## src/rtl/bmpd_pkg.sv

```systemverilog
package bmpd_pkg;

  // Fixed BMP header length in bytes
  localparam int HEADER_BYTES  = 54;
  // Width of the saturating byte position counter
  localparam int POSITION_BITS = 36;
  // Width of the required file size (offset + height * padded line)
  localparam int NEED_BITS     = 36;
  // Common width for the size compare
  localparam int CMP_BITS      = (POSITION_BITS > NEED_BITS) ? POSITION_BITS : NEED_BITS;

  typedef logic [POSITION_BITS-1:0] pos_t;

  localparam pos_t POS_MAX = {POSITION_BITS{1'b1}};

  // Header byte positions
  localparam pos_t POS_MARK0  = pos_t'(0);
  localparam pos_t POS_MARK1  = pos_t'(1);
  localparam pos_t POS_OFS_LO = pos_t'(10);
  localparam pos_t POS_OFS_HI = pos_t'(11);
  localparam pos_t POS_WID_LO = pos_t'(18);
  localparam pos_t POS_WID_HI = pos_t'(19);
  localparam pos_t POS_HGT_LO = pos_t'(22);
  localparam pos_t POS_HGT_HI = pos_t'(23);
  localparam pos_t POS_DEPTH  = pos_t'(28);
  localparam pos_t POS_HDR    = pos_t'(HEADER_BYTES);

  localparam logic [7:0] CHAR_B   = 8'h42;
  localparam logic [7:0] CHAR_M   = 8'h4D;
  localparam logic [7:0] DEPTH_24 = 8'd24;
  localparam logic [7:0] DEPTH_32 = 8'd32;
  localparam logic [7:0] ALPHA_OPAQUE = 8'd255;

  // Bytes per pixel codes
  localparam logic [2:0] BPP_NONE = 3'd0;
  localparam logic [2:0] BPP_3    = 3'd3;
  localparam logic [2:0] BPP_4    = 3'd4;

  typedef enum logic [2:0] {
    STATUS_OK        = 3'd0,
    STATUS_SHORT     = 3'd1,
    STATUS_NOT_BMP   = 3'd2,
    STATUS_BAD_DEPTH = 3'd3,
    STATUS_TOO_SMALL = 3'd4,
    STATUS_OFFSET    = 3'd5
  } status_t;

  typedef enum logic {
    KIND_PIXEL  = 1'b0,
    KIND_STATUS = 1'b1
  } kind_t;

  // Input word
  typedef struct packed {
    logic [7:0] file_byte;
    logic       last_byte;
  } in_word_t;

  // Result word
  typedef struct packed {
    kind_t       kind;
    logic [15:0] column;
    logic [15:0] row;
    logic [7:0]  red;
    logic [7:0]  green;
    logic [7:0]  blue;
    logic [7:0]  alpha;
    status_t     status;
    logic        final_res;
  } out_word_t;

  // Header fields handed from the parser to the size unit
  typedef struct packed {
    logic [15:0] pixel_start;
    logic [15:0] image_width;
    logic [15:0] image_height;
    logic [2:0]  bytes_per_pixel;
  } hdr_t;

  // Results of one accepted byte, handed to the result queue
  typedef struct packed {
    logic [1:0] count;
    out_word_t  first;
    out_word_t  second;
  } push_t;

endpackage

```

## src/rtl/bmp_stream_to_rgba_decoder_top.sv

```systemverilog
// Channel   | Handshake                 | Word
// ----------+---------------------------+-------------------------------------
// file in   | byte_valid / byte_stall   | byte_word (file_byte, last_byte)
// result    | res_valid / res_stall     | res_word (pixel or final status)
//
// One file byte is taken every clock while the result queue has room for two words.
// A pixel word is written into the queue when its last byte is taken; on the final byte a
// status word follows it. The queue holds four words and decouples the stall
// of the result side; the byte side is stalled while it holds three or more.
// Synchronous reset clears the parser and empties the queue; the final byte of
// a file returns the parser to its reset state for the next file.
module bmp_stream_to_rgba_decoder_top
  import bmpd_pkg::*;
(
  input  logic      clk,
  input  logic      rst,
  input  logic      byte_valid,
  output logic      byte_stall,
  input  in_word_t  byte_word,
  output logic      res_valid,
  input  logic      res_stall,
  output out_word_t res_word
);

  logic                 accept;
  logic                 full;
  hdr_t                 hdr;
  push_t                push;
  logic [NEED_BITS-1:0] need;

  assign byte_stall = full;
  assign accept     = byte_valid && !full;

  // Header parse, pixel assembly and status
  bmpd_parse u_parse (
    .clk    (clk),
    .rst    (rst),
    .accept (accept),
    .word   (byte_word),
    .need   (need),
    .hdr    (hdr),
    .push   (push)
  );

  // Minimum file size from the header
  bmpd_size u_size (
    .clk  (clk),
    .hdr  (hdr),
    .need (need)
  );

  // Result queue
  bmpd_queue u_queue (
    .clk       (clk),
    .rst       (rst),
    .push      (push),
    .full      (full),
    .res_valid (res_valid),
    .res_stall (res_stall),
    .res_word  (res_word)
  );

endmodule

```

## src/rtl/bmpd_size.sv

```systemverilog
module bmpd_size
  import bmpd_pkg::*;
(
  input  logic                 clk,
  input  hdr_t                 hdr,
  output logic [NEED_BITS-1:0] need
);

  logic [17:0]           line_raw;
  logic [18:0]           line_pad;
  logic [18:0]           line;
  logic [34:0]           area;

  // Bytes per line: width * 3 or width * 4, rounded up to a multiple of 4
  always_comb begin
    if (hdr.bytes_per_pixel == BPP_4) begin
      line_raw = {hdr.image_width, 2'b00};
    end else begin
      line_raw = {1'b0, hdr.image_width, 1'b0} + {2'b00, hdr.image_width};
    end
    line_pad = ({1'b0, line_raw} + 19'd3) & ~19'd3;
  end

  // Three registered steps; header fields settle long before byte 53
  always_ff @(posedge clk) begin
    line <= line_pad;
    area <= line * hdr.image_height;
    need <= NEED_BITS'(area) + NEED_BITS'(hdr.pixel_start);
  end

endmodule

```

## src/rtl/bmpd_parse.sv

```systemverilog
module bmpd_parse
  import bmpd_pkg::*;
(
  input  logic                 clk,
  input  logic                 rst,
  input  logic                 accept,
  input  in_word_t             word,
  input  logic [NEED_BITS-1:0] need,
  output hdr_t                 hdr,
  output push_t                push
);

  pos_t        byte_position, byte_position_next;
  logic        marker_ok, marker_ok_next;
  logic [15:0] pixel_start, pixel_start_next;
  logic [15:0] image_width, image_width_next;
  logic [15:0] image_height, image_height_next;
  logic [2:0]  bytes_per_pixel, bytes_per_pixel_next;
  logic [15:0] column_count, column_count_next;
  logic [16:0] rows_done, rows_done_next;
  logic [1:0]  byte_in_pixel, byte_in_pixel_next;
  logic [1:0]  pad_left, pad_left_next;
  logic [7:0]  held_blue, held_blue_next;
  logic [7:0]  held_green, held_green_next;
  logic [7:0]  held_red, held_red_next;

  logic        in_header;
  logic        in_pixels;
  logic        pix_done;
  logic [16:0] column_inc;
  logic [1:0]  pad;
  logic [7:0]  b;
  out_word_t   pix_word;
  out_word_t   stat_word;
  status_t     status;

  assign hdr = '{pixel_start:     pixel_start,
                 image_width:     image_width,
                 image_height:    image_height,
                 bytes_per_pixel: bytes_per_pixel};

  assign b = word.file_byte;

  // Byte decode and counter updates
  always_comb begin
    byte_position_next   = (byte_position != POS_MAX) ? byte_position + pos_t'(1) : POS_MAX;
    marker_ok_next       = marker_ok;
    pixel_start_next     = pixel_start;
    image_width_next     = image_width;
    image_height_next    = image_height;
    bytes_per_pixel_next = bytes_per_pixel;
    column_count_next    = column_count;
    rows_done_next       = rows_done;
    byte_in_pixel_next   = byte_in_pixel;
    pad_left_next        = pad_left;
    held_blue_next       = held_blue;
    held_green_next      = held_green;
    held_red_next        = held_red;
    pix_done             = 1'b0;
    column_inc           = {1'b0, column_count} + 17'd1;
    pad                  = (bytes_per_pixel == BPP_3) ? image_width[1:0] : 2'd0;

    in_header = byte_position < POS_HDR;
    in_pixels = !in_header
             && (CMP_BITS'(byte_position) >= CMP_BITS'(pixel_start))
             && (bytes_per_pixel != BPP_NONE) && (image_width != 16'd0)
             && (rows_done < {1'b0, image_height});

    if (in_header) begin
      if ((byte_position == POS_MARK0 && b != CHAR_B) ||
          (byte_position == POS_MARK1 && b != CHAR_M)) begin
        marker_ok_next = 1'b0;
      end
      if (byte_position == POS_OFS_LO) pixel_start_next[7:0]   = b;
      if (byte_position == POS_OFS_HI) pixel_start_next[15:8]  = b;
      if (byte_position == POS_WID_LO) image_width_next[7:0]   = b;
      if (byte_position == POS_WID_HI) image_width_next[15:8]  = b;
      if (byte_position == POS_HGT_LO) image_height_next[7:0]  = b;
      if (byte_position == POS_HGT_HI) image_height_next[15:8] = b;
      if (byte_position == POS_DEPTH) begin
        bytes_per_pixel_next = (b == DEPTH_24) ? BPP_3 : ((b == DEPTH_32) ? BPP_4 : BPP_NONE);
      end
    end else if (in_pixels) begin
      if (pad_left != 2'd0) begin
        // skipping row padding
        pad_left_next = pad_left - 2'd1;
        if (pad_left == 2'd1) rows_done_next = rows_done + 17'd1;
      end else begin
        case (byte_in_pixel)
          2'd0:    held_blue_next  = b;
          2'd1:    held_green_next = b;
          2'd2:    held_red_next   = b;
          default: ;
        endcase
        pix_done = ({1'b0, byte_in_pixel} + 3'd1) >= bytes_per_pixel;
        byte_in_pixel_next = pix_done ? 2'd0 : byte_in_pixel + 2'd1;
        if (pix_done) begin
          if (column_inc >= {1'b0, image_width}) begin
            column_count_next = 16'd0;
            pad_left_next     = pad;
            if (pad == 2'd0) rows_done_next = rows_done + 17'd1;
          end else begin
            column_count_next = column_inc[15:0];
          end
        end
      end
    end
  end

  // Final status, first failing check wins
  always_comb begin
    if (byte_position_next < POS_HDR) begin
      status = STATUS_SHORT;
    end else if (!marker_ok) begin
      status = STATUS_NOT_BMP;
    end else if (bytes_per_pixel == BPP_NONE) begin
      status = STATUS_BAD_DEPTH;
    end else if (CMP_BITS'(byte_position_next) < CMP_BITS'(need)) begin
      status = STATUS_TOO_SMALL;
    end else if (pixel_start < 16'(HEADER_BYTES)) begin
      status = STATUS_OFFSET;
    end else begin
      status = STATUS_OK;
    end
  end

  // Result words
  always_comb begin
    pix_word = '{kind:      KIND_PIXEL,
                 column:    column_count,
                 row:       image_height - 16'd1 - rows_done[15:0],
                 red:       held_red_next,
                 green:     held_green_next,
                 blue:      held_blue_next,
                 alpha:     ALPHA_OPAQUE,
                 status:    STATUS_OK,
                 final_res: 1'b0};
    stat_word = '{kind:      KIND_STATUS,
                  column:    16'd0,
                  row:       16'd0,
                  red:       8'd0,
                  green:     8'd0,
                  blue:      8'd0,
                  alpha:     8'd0,
                  status:    status,
                  final_res: 1'b1};
    push.first  = pix_done ? pix_word : stat_word;
    push.second = stat_word;
    push.count  = accept ? ({1'b0, pix_done} + {1'b0, word.last_byte}) : 2'd0;
  end

  // State registers; the last byte of a file returns everything to reset
  always_ff @(posedge clk) begin
    if (rst || (accept && word.last_byte)) begin
      byte_position   <= '0;
      marker_ok       <= 1'b1;
      pixel_start     <= '0;
      image_width     <= '0;
      image_height    <= '0;
      bytes_per_pixel <= BPP_NONE;
      column_count    <= '0;
      rows_done       <= '0;
      byte_in_pixel   <= '0;
      pad_left        <= '0;
    end else if (accept) begin
      byte_position   <= byte_position_next;
      marker_ok       <= marker_ok_next;
      pixel_start     <= pixel_start_next;
      image_width     <= image_width_next;
      image_height    <= image_height_next;
      bytes_per_pixel <= bytes_per_pixel_next;
      column_count    <= column_count_next;
      rows_done       <= rows_done_next;
      byte_in_pixel   <= byte_in_pixel_next;
      pad_left        <= pad_left_next;
    end
  end

  // Held colour bytes, always written before they are used
  always_ff @(posedge clk) begin
    if (accept) begin
      held_blue  <= held_blue_next;
      held_green <= held_green_next;
      held_red   <= held_red_next;
    end
  end

endmodule

```

## src/rtl/bmpd_queue.sv

```systemverilog
module bmpd_queue
  import bmpd_pkg::*;
(
  input  logic      clk,
  input  logic      rst,
  input  push_t     push,
  output logic      full,
  output logic      res_valid,
  input  logic      res_stall,
  output out_word_t res_word
);

  out_word_t  mem [4];
  logic [1:0] wr_ptr;
  logic [1:0] rd_ptr;
  logic [2:0] count, count_next;
  logic       pop;

  // Room for two words is needed before a byte is taken
  assign full      = count > 3'd2;
  assign res_valid = count != 3'd0;
  assign res_word  = mem[rd_ptr];
  assign pop       = res_valid && !res_stall;

  assign count_next = count + {1'b0, push.count} - {2'b00, pop};

  always_ff @(posedge clk) begin
    if (rst) begin
      wr_ptr <= '0;
      rd_ptr <= '0;
      count  <= '0;
    end else begin
      wr_ptr <= wr_ptr + push.count;
      rd_ptr <= rd_ptr + {1'b0, pop};
      count  <= count_next;
    end
  end

  // Word store
  always_ff @(posedge clk) begin
    if (push.count != 2'd0) mem[wr_ptr] <= push.first;
    if (push.count == 2'd2) mem[wr_ptr + 2'd1] <= push.second;
  end

endmodule
```

## config.mk

```make
export PLATFORM = sky130hd
export DESIGN_NAME = bmp_stream_to_rgba_decoder_top
export DESIGN_NICKNAME = d
export VERILOG_FILES = /design/src/rtl/bmpd_pkg.sv /design/src/rtl/bmp_stream_to_rgba_decoder_top.sv /design/src/rtl/bmpd_size.sv /design/src/rtl/bmpd_parse.sv /design/src/rtl/bmpd_queue.sv
export SDC_FILE = /design/constraint.sdc
export NUM_CORES = 2
export LEC_CHECK = 0
export BUFFER_PORTS_ARGS = -buffer_cell sky130_fd_sc_hd__buf_4
export CAP_MARGIN = 10
export CORE_UTILIZATION = 45
export CTS_BUF_LIST = sky130_fd_sc_hd__clkbuf_2 sky130_fd_sc_hd__clkbuf_4 sky130_fd_sc_hd__clkbuf_8
export CTS_CLUSTER_DIAMETER = 30
export DETAILED_ROUTE_END_ITERATION = 7
export GPL_ROUTABILITY_DRIVEN = 0
export GPL_TIMING_DRIVEN = 0
export PLACE_DENSITY = 0.59
export SETUP_SLACK_MARGIN = 0.1
export SYNTH_ARGS = -nofsm -noshare
export SYNTH_HDL_FRONTEND = slang
export SYNTH_HIERARCHICAL = 1
export SYNTH_SLANG_ARGS = --single-unit
```

## constraint.sdc

```tcl
create_clock -name clk -period 9.85 [get_ports clk]
set_clock_uncertainty 0.05 [all_clocks]
set_input_delay 0.4925 -clock clk [delete_from_list [all_inputs] [get_ports clk]]
set_output_delay 0.4925 -clock clk [all_outputs]
set_load 0.1 [all_outputs]
```

==> reports/results.md <==
| Stage | Quantity | Value |
| --- | --- | --- |
| critical path | End of the worst register-to-register path | u_size/area[31]$_DFF_P_ |
| power | Peak supply drop | 129 uV |
| floorplanning | Initial standard-cell utilization of the core | 0.454 |
| critical path | Kind of launch point of the worst setup path | flop |
| floorplanning | Die Span Y | 295 um |
| outcome | Run status | complete, but fails checks |
| timing | Transition time of the tightest slew-check pin | 1.20 ns |
| finish | Share of layout cells above drive strength 1 | 0.219 |
| critical path | CP Data Required Time | 10.48 ns |
| clocking | Worst-path clk slew | 0.06 ns |
| global route | Maximum number of pins on one net before global-route repair | 26 |
| yosys | Largest family of logic cells by synthesized area | adder cells |
| outcome | Violations in the final reports | design-rule violations |
| flow run | MaxCap Viol Count | 0 |
| yosys | Post-synthesis compound-gate area fraction | 0.0744 |
| critical path | Largest incremental delay on the critical path | 0.82 ns |
| hold path | Worst Hold Endpoint | u_parse/bytes_per_pixel[1]$_SDFFE_PP0P_ |
| yosys | Syn Area/Cell | 10.6 um^2 |
| clocking | Number of H-tree branching levels | 3 |
| yosys | Proportion of synthesized chip area in sequential cells | 0.346 |
| routing | Average wire per standard cell | 19.9 um |
| finish | Area growth from synthesis to layout | 14.3% |
| floorplanning | Boundary Pins | 84 |
| yosys | Instance count of the mapped netlist | 3650 |
| floorplanning | CORE AREA | 85100 um^2 |
| clocking | TritonCTS clock tree | built |
| yosys | Number of synthesized flops with an enable pin | 300 |
| timing | Setup repair after global routing missed its margin | false |
| timing | Number of max-slew violations in the final report | 0 |
| critical path | Most common cell on crit path | fa_1 |
| critical path | Startpoint of the lowest-slack register-to-register path | u_parse/image_height[9]$_SDFFE_PP0P_ |
| routing | Detailed-route DRC error count | 4 |
| routing | Router iterations before antenna repair | 8 |
| timing | Shortest period the worst path allows | 7.37 ns |
| timing | Final-layout worst hold slack | 0.0857 ns |
| clocking | Number of buffers created by CTS | 119 |
| clocking | Clock Tree Buf Depth | 3 |
| global route | Overflow left after global routing | 0 |
| yosys | Post-synthesis cell area | 38600 um^2 |
| critical path | Kind of end point of the critical path | flop |
| timing | Count of final hold-check violations | 0 |
| place | Count of input and output buffers | 83 |
| clocking | Clock Sinks | 517 |
| critical path | Worst R2R Setup Slack | 2.48 ns |
| critical path | Length in cells of the worst reg-to-reg path | 21 |
| clocking | Clock latency at the later pin of the worst-skew pair | 0.78 ns |
| global route | GR Util All Layers | 0.238 |
| yosys | Arithmetic-cell share of the synthesized area counting full adders, half adders and majority gates | 0.190 |
| finish | Area occupied by multi-input gates | 22600 um^2 |
| yosys | Flop and latch count out of synthesis | 517 |
| finish | Sequential cell area | 13400 um^2 |
| critical path | Cell with the biggest individual delay on the critical path | dfxtp_1 |
| routing | DR iter-0 viols | 2062 |
| timing | Slew margin rel. | 0.201 |
| global route | Number of global-route vias before repair | 27300 |
| finish | Highest-count cells in the layout ignoring fill and taps | inv_1 (392), edfxtp_1 (300), nand2_1 (293) |
| critical path | Critical-path maximum fanout | 11 |
| timing | Period utilization | 0.749 |
| routing | Routed wire length | 104000 um |
| routing | Post-route ant nets | 0 |
| finish | Fraction of the core area covered by cells at the end of the flow | 0.519 |
| critical path | Worst Path Class, Setup | flop to flop |
| power | Total leakage power | 18.4 nW |
| yosys | Ys flop type | edfxtp_1 |
| routing | Routed via count | 27700 |
| finish | Net count of the finished layout | 4409 |
| critical path | Top cell family by delay on the critical path | adder cells |
| yosys | XOR/XNOR share of the synthesized area | 0.0304 |
| yosys | Total of warnings raised by yosys | 6 |
| floorplanning | Cell Rows | 107 |
| place | Post-detail-place hpwl | 76800 um |
| floorplanning | Die area | 87000 um^2 |
| yosys | Multiplexer share of the synthesized area | 0.146 |
| yosys | Simple-Gate Fraction of Synth Area | 0.138 |
| finish | Leading cell type in the layout, fill and taps excluded | inv_1 |
| global route | Antenna violations before repair | 1 |
| timing | Max Fclk | 0.136 GHz |
| hold path | Worst hold path cell count | 4 |
| power | Total power density per cell area | 161 nW/um^2 |
| critical path | Cell Chain, Critical Path | clkbuf_1, nand2_1, fa_1, inv_1, fa_1, fa_1, fa_1, fa_1, inv_1, fa_1, inv_1, ha_1, clkbuf_1, a21o_1, a21oi_2, nand4_1, o21ai_1, a21oi_1, or4_1, a31oi_1, xnor2_1 |
| finish | Fill cell count | 7786 |
| critical path | Number of buffer and inverter stages on the critical path | 5 |
| timing | Final setup violation count | 0 |
| global route | Wire length of the first global-routing pass | 159000 um |
| clocking | Clock root buffer | clkbuf_8 |
| routing | DR vias/cell | 5.33 |
| hold path | Type of the worst min-delay path | primary input to flop |
| yosys | Fraction of synthesis flops using an asynchronous set or reset pin | 0 |
| yosys | Number of different library cells in the post-synthesis netlist | 106 |
| critical path | Arrival time worst endpoint | 8.00 ns |
| hold path | Worst Hold Launch | byte_word[5] |
| floorplanning | Die Width | 295 um |
worst reg2reg max path, stage by stage (launching register included):
cell,delay [ns]
dfxtp_1,0.82
clkbuf_1,0.51
nand2_1,0.16
fa_1,0.56
inv_1,0.05
fa_1,0.53
fa_1,0.47
fa_1,0.52
fa_1,0.54
inv_1,0.05
fa_1,0.52
inv_1,0.04
ha_1,0.28
clkbuf_1,0.21
a21o_1,0.22
a21oi_2,0.22
nand4_1,0.17
o21ai_1,0.33
a21oi_1,0.17
or4_1,0.51
a31oi_1,0.23
xnor2_1,0.14
synth_stat cells (7+ instances only):
library cell	n	area [um^2]
fa_1	212	4240
and4_1	15	131
ha_1	249	3120
a21boi_0	11	82.6
or2_2	7	43.8
nand2_1	293	1100
xor2_1	41	359
o21ai_0	67	335
nand3_1	68	340
o31ai_1	10	75.1
nand4_1	42	263
a21o_1	49	368
clkbuf_1	110	413
edfxtp_1	300	9010
nor2b_1	15	93.8
xnor2_1	90	788
buf_6	16	180
dfxtp_1	217	4340
o21ai_1	11	55.1
a21oi_1	112	561
and2_1	179	1120
mux2i_1	64	641
o21bai_1	12	90.1
nand2b_1	20	125
a311oi_1	27	236
buf_2	40	200
nor3b_1	12	90.1
mux2_2	290	3270
or3_1	23	144
nor4_1	27	169
a31oi_1	15	93.8
nor2_2	7	43.8
and3_1	24	150
nor2_1	201	754
buf_4	84	631
o211ai_1	8	60.1
nor3_1	47	235
inv_1	392	1470
a211oi_1	15	113
or4_1	11	82.6
o21a_1	13	97.6
mux4_2	69	1550
mux2_4	9	135
what timing repair did:
action / CTS / global route
endpoints found under the hold margin: 8 / 0
gates resized for setup: 0 / 0
hold buffers: 3 / 0
buffers inserted: 0 / 0
state kept, by name, indices dropped and copies added (netlist names), 3 cells and up:
signal / flops
u_parse/held_red: 8
u_size/area: 33
u_parse/held_blue: 8
u_parse/column_count: 16
u_size/need: 36
u_parse/image_height: 16
u_size/line: 17
u_queue/mem: 276
u_parse/pixel_start: 16
u_queue/count: 3
u_parse/held_green: 8
u_parse/rows_done: 17
u_parse/image_width: 16
u_parse/byte_position: 36
cells by family after synthesis:
kind of cell,Yosys count
muxes,435
DFF,517
and+or+nand+nor,1033
xor gates and xnor gates,132
other,2
adders and majority gates,461
buffers and inverters,648
AOI/OAI and AO/OA,422
how the worst max path moves through the flow:
stage	startpoint	end	slack, ns	depth (start not counted)
floorplan	u_parse/image_height[10]$_SDFFE_PP0P_	u_queue/mem[0][0]$_DFFE_PP_	0.97	16
global placement	u_parse/byte_position[0]$_SDFFE_PP0P_	u_queue/mem[0][27]$_DFFE_PP_	-5.57	16
detailed placement	u_parse/image_height[9]$_SDFFE_PP0P_	u_size/area[34]$_DFF_P_	2.60	21
CTS	u_parse/image_height[9]$_SDFFE_PP0P_	u_size/area[31]$_DFF_P_	2.56	21
global route	u_parse/image_height[9]$_SDFFE_PP0P_	u_size/area[34]$_DFF_P_	2.16	21
finish	u_parse/image_height[9]$_SDFFE_PP0P_	u_size/area[31]$_DFF_P_	2.48	21
per-layer routing:
metal / GRT usage / vias up / share of wire
met5: 0 / - / 0
met4: 0.0663 / 0 / 0.021
met3: 0.0332 / 134 / 0.051
met2: 0.384 / 740 / 0.46
met1: 0.334 / 13600 / 0.46
li1: - / 13200 / -
report_power, final:
group / total (mW) / leakage, nW / internal [mW] / switching, mW
clock: 2.90 / 1.45 / 1.78 / 1.12
sequential: 2.43 / 4.51 / 2.38 / 0.0439
combinational: 1.77 / 12.5 / 0.499 / 1.27
total: 7.09 / 18.4 / 4.67 / 2.43
area by class of cell:
| type | instances | share of cell area |
|---|---|---|
| clock inverters | 78 | 0.0219 |
| clock buffers | 148 | 0.0433 |
| plain buffers | 254 | 0.0326 |
| well taps | 1144 | 0.0324 |
| diodes | 5 | 0.000283 |
| flip-flops and latches | 517 | 0.302 |
| multi-input cells | 2549 | 0.513 |
| inverters | 394 | 0.0335 |
| repair buffers | 100 | 0.0207 |
metrics by stage:
step	worst slack [ns]	setup TNS [ns]	instances	cell area (um^2)	total power [mW]
after floorplan	0.967	0	3714	38900	3.82
after global placement	-5.57	-760.63	4941	40900	4.23
after detailed placement	2.60	0	4955	41200	4.24
after CTS	2.56	0	5184	44100	7.16
after global routing	2.16	0	5185	44100	7.36
final	2.48	0	5189	44200	7.09
(Power assumes the default switching activity.)
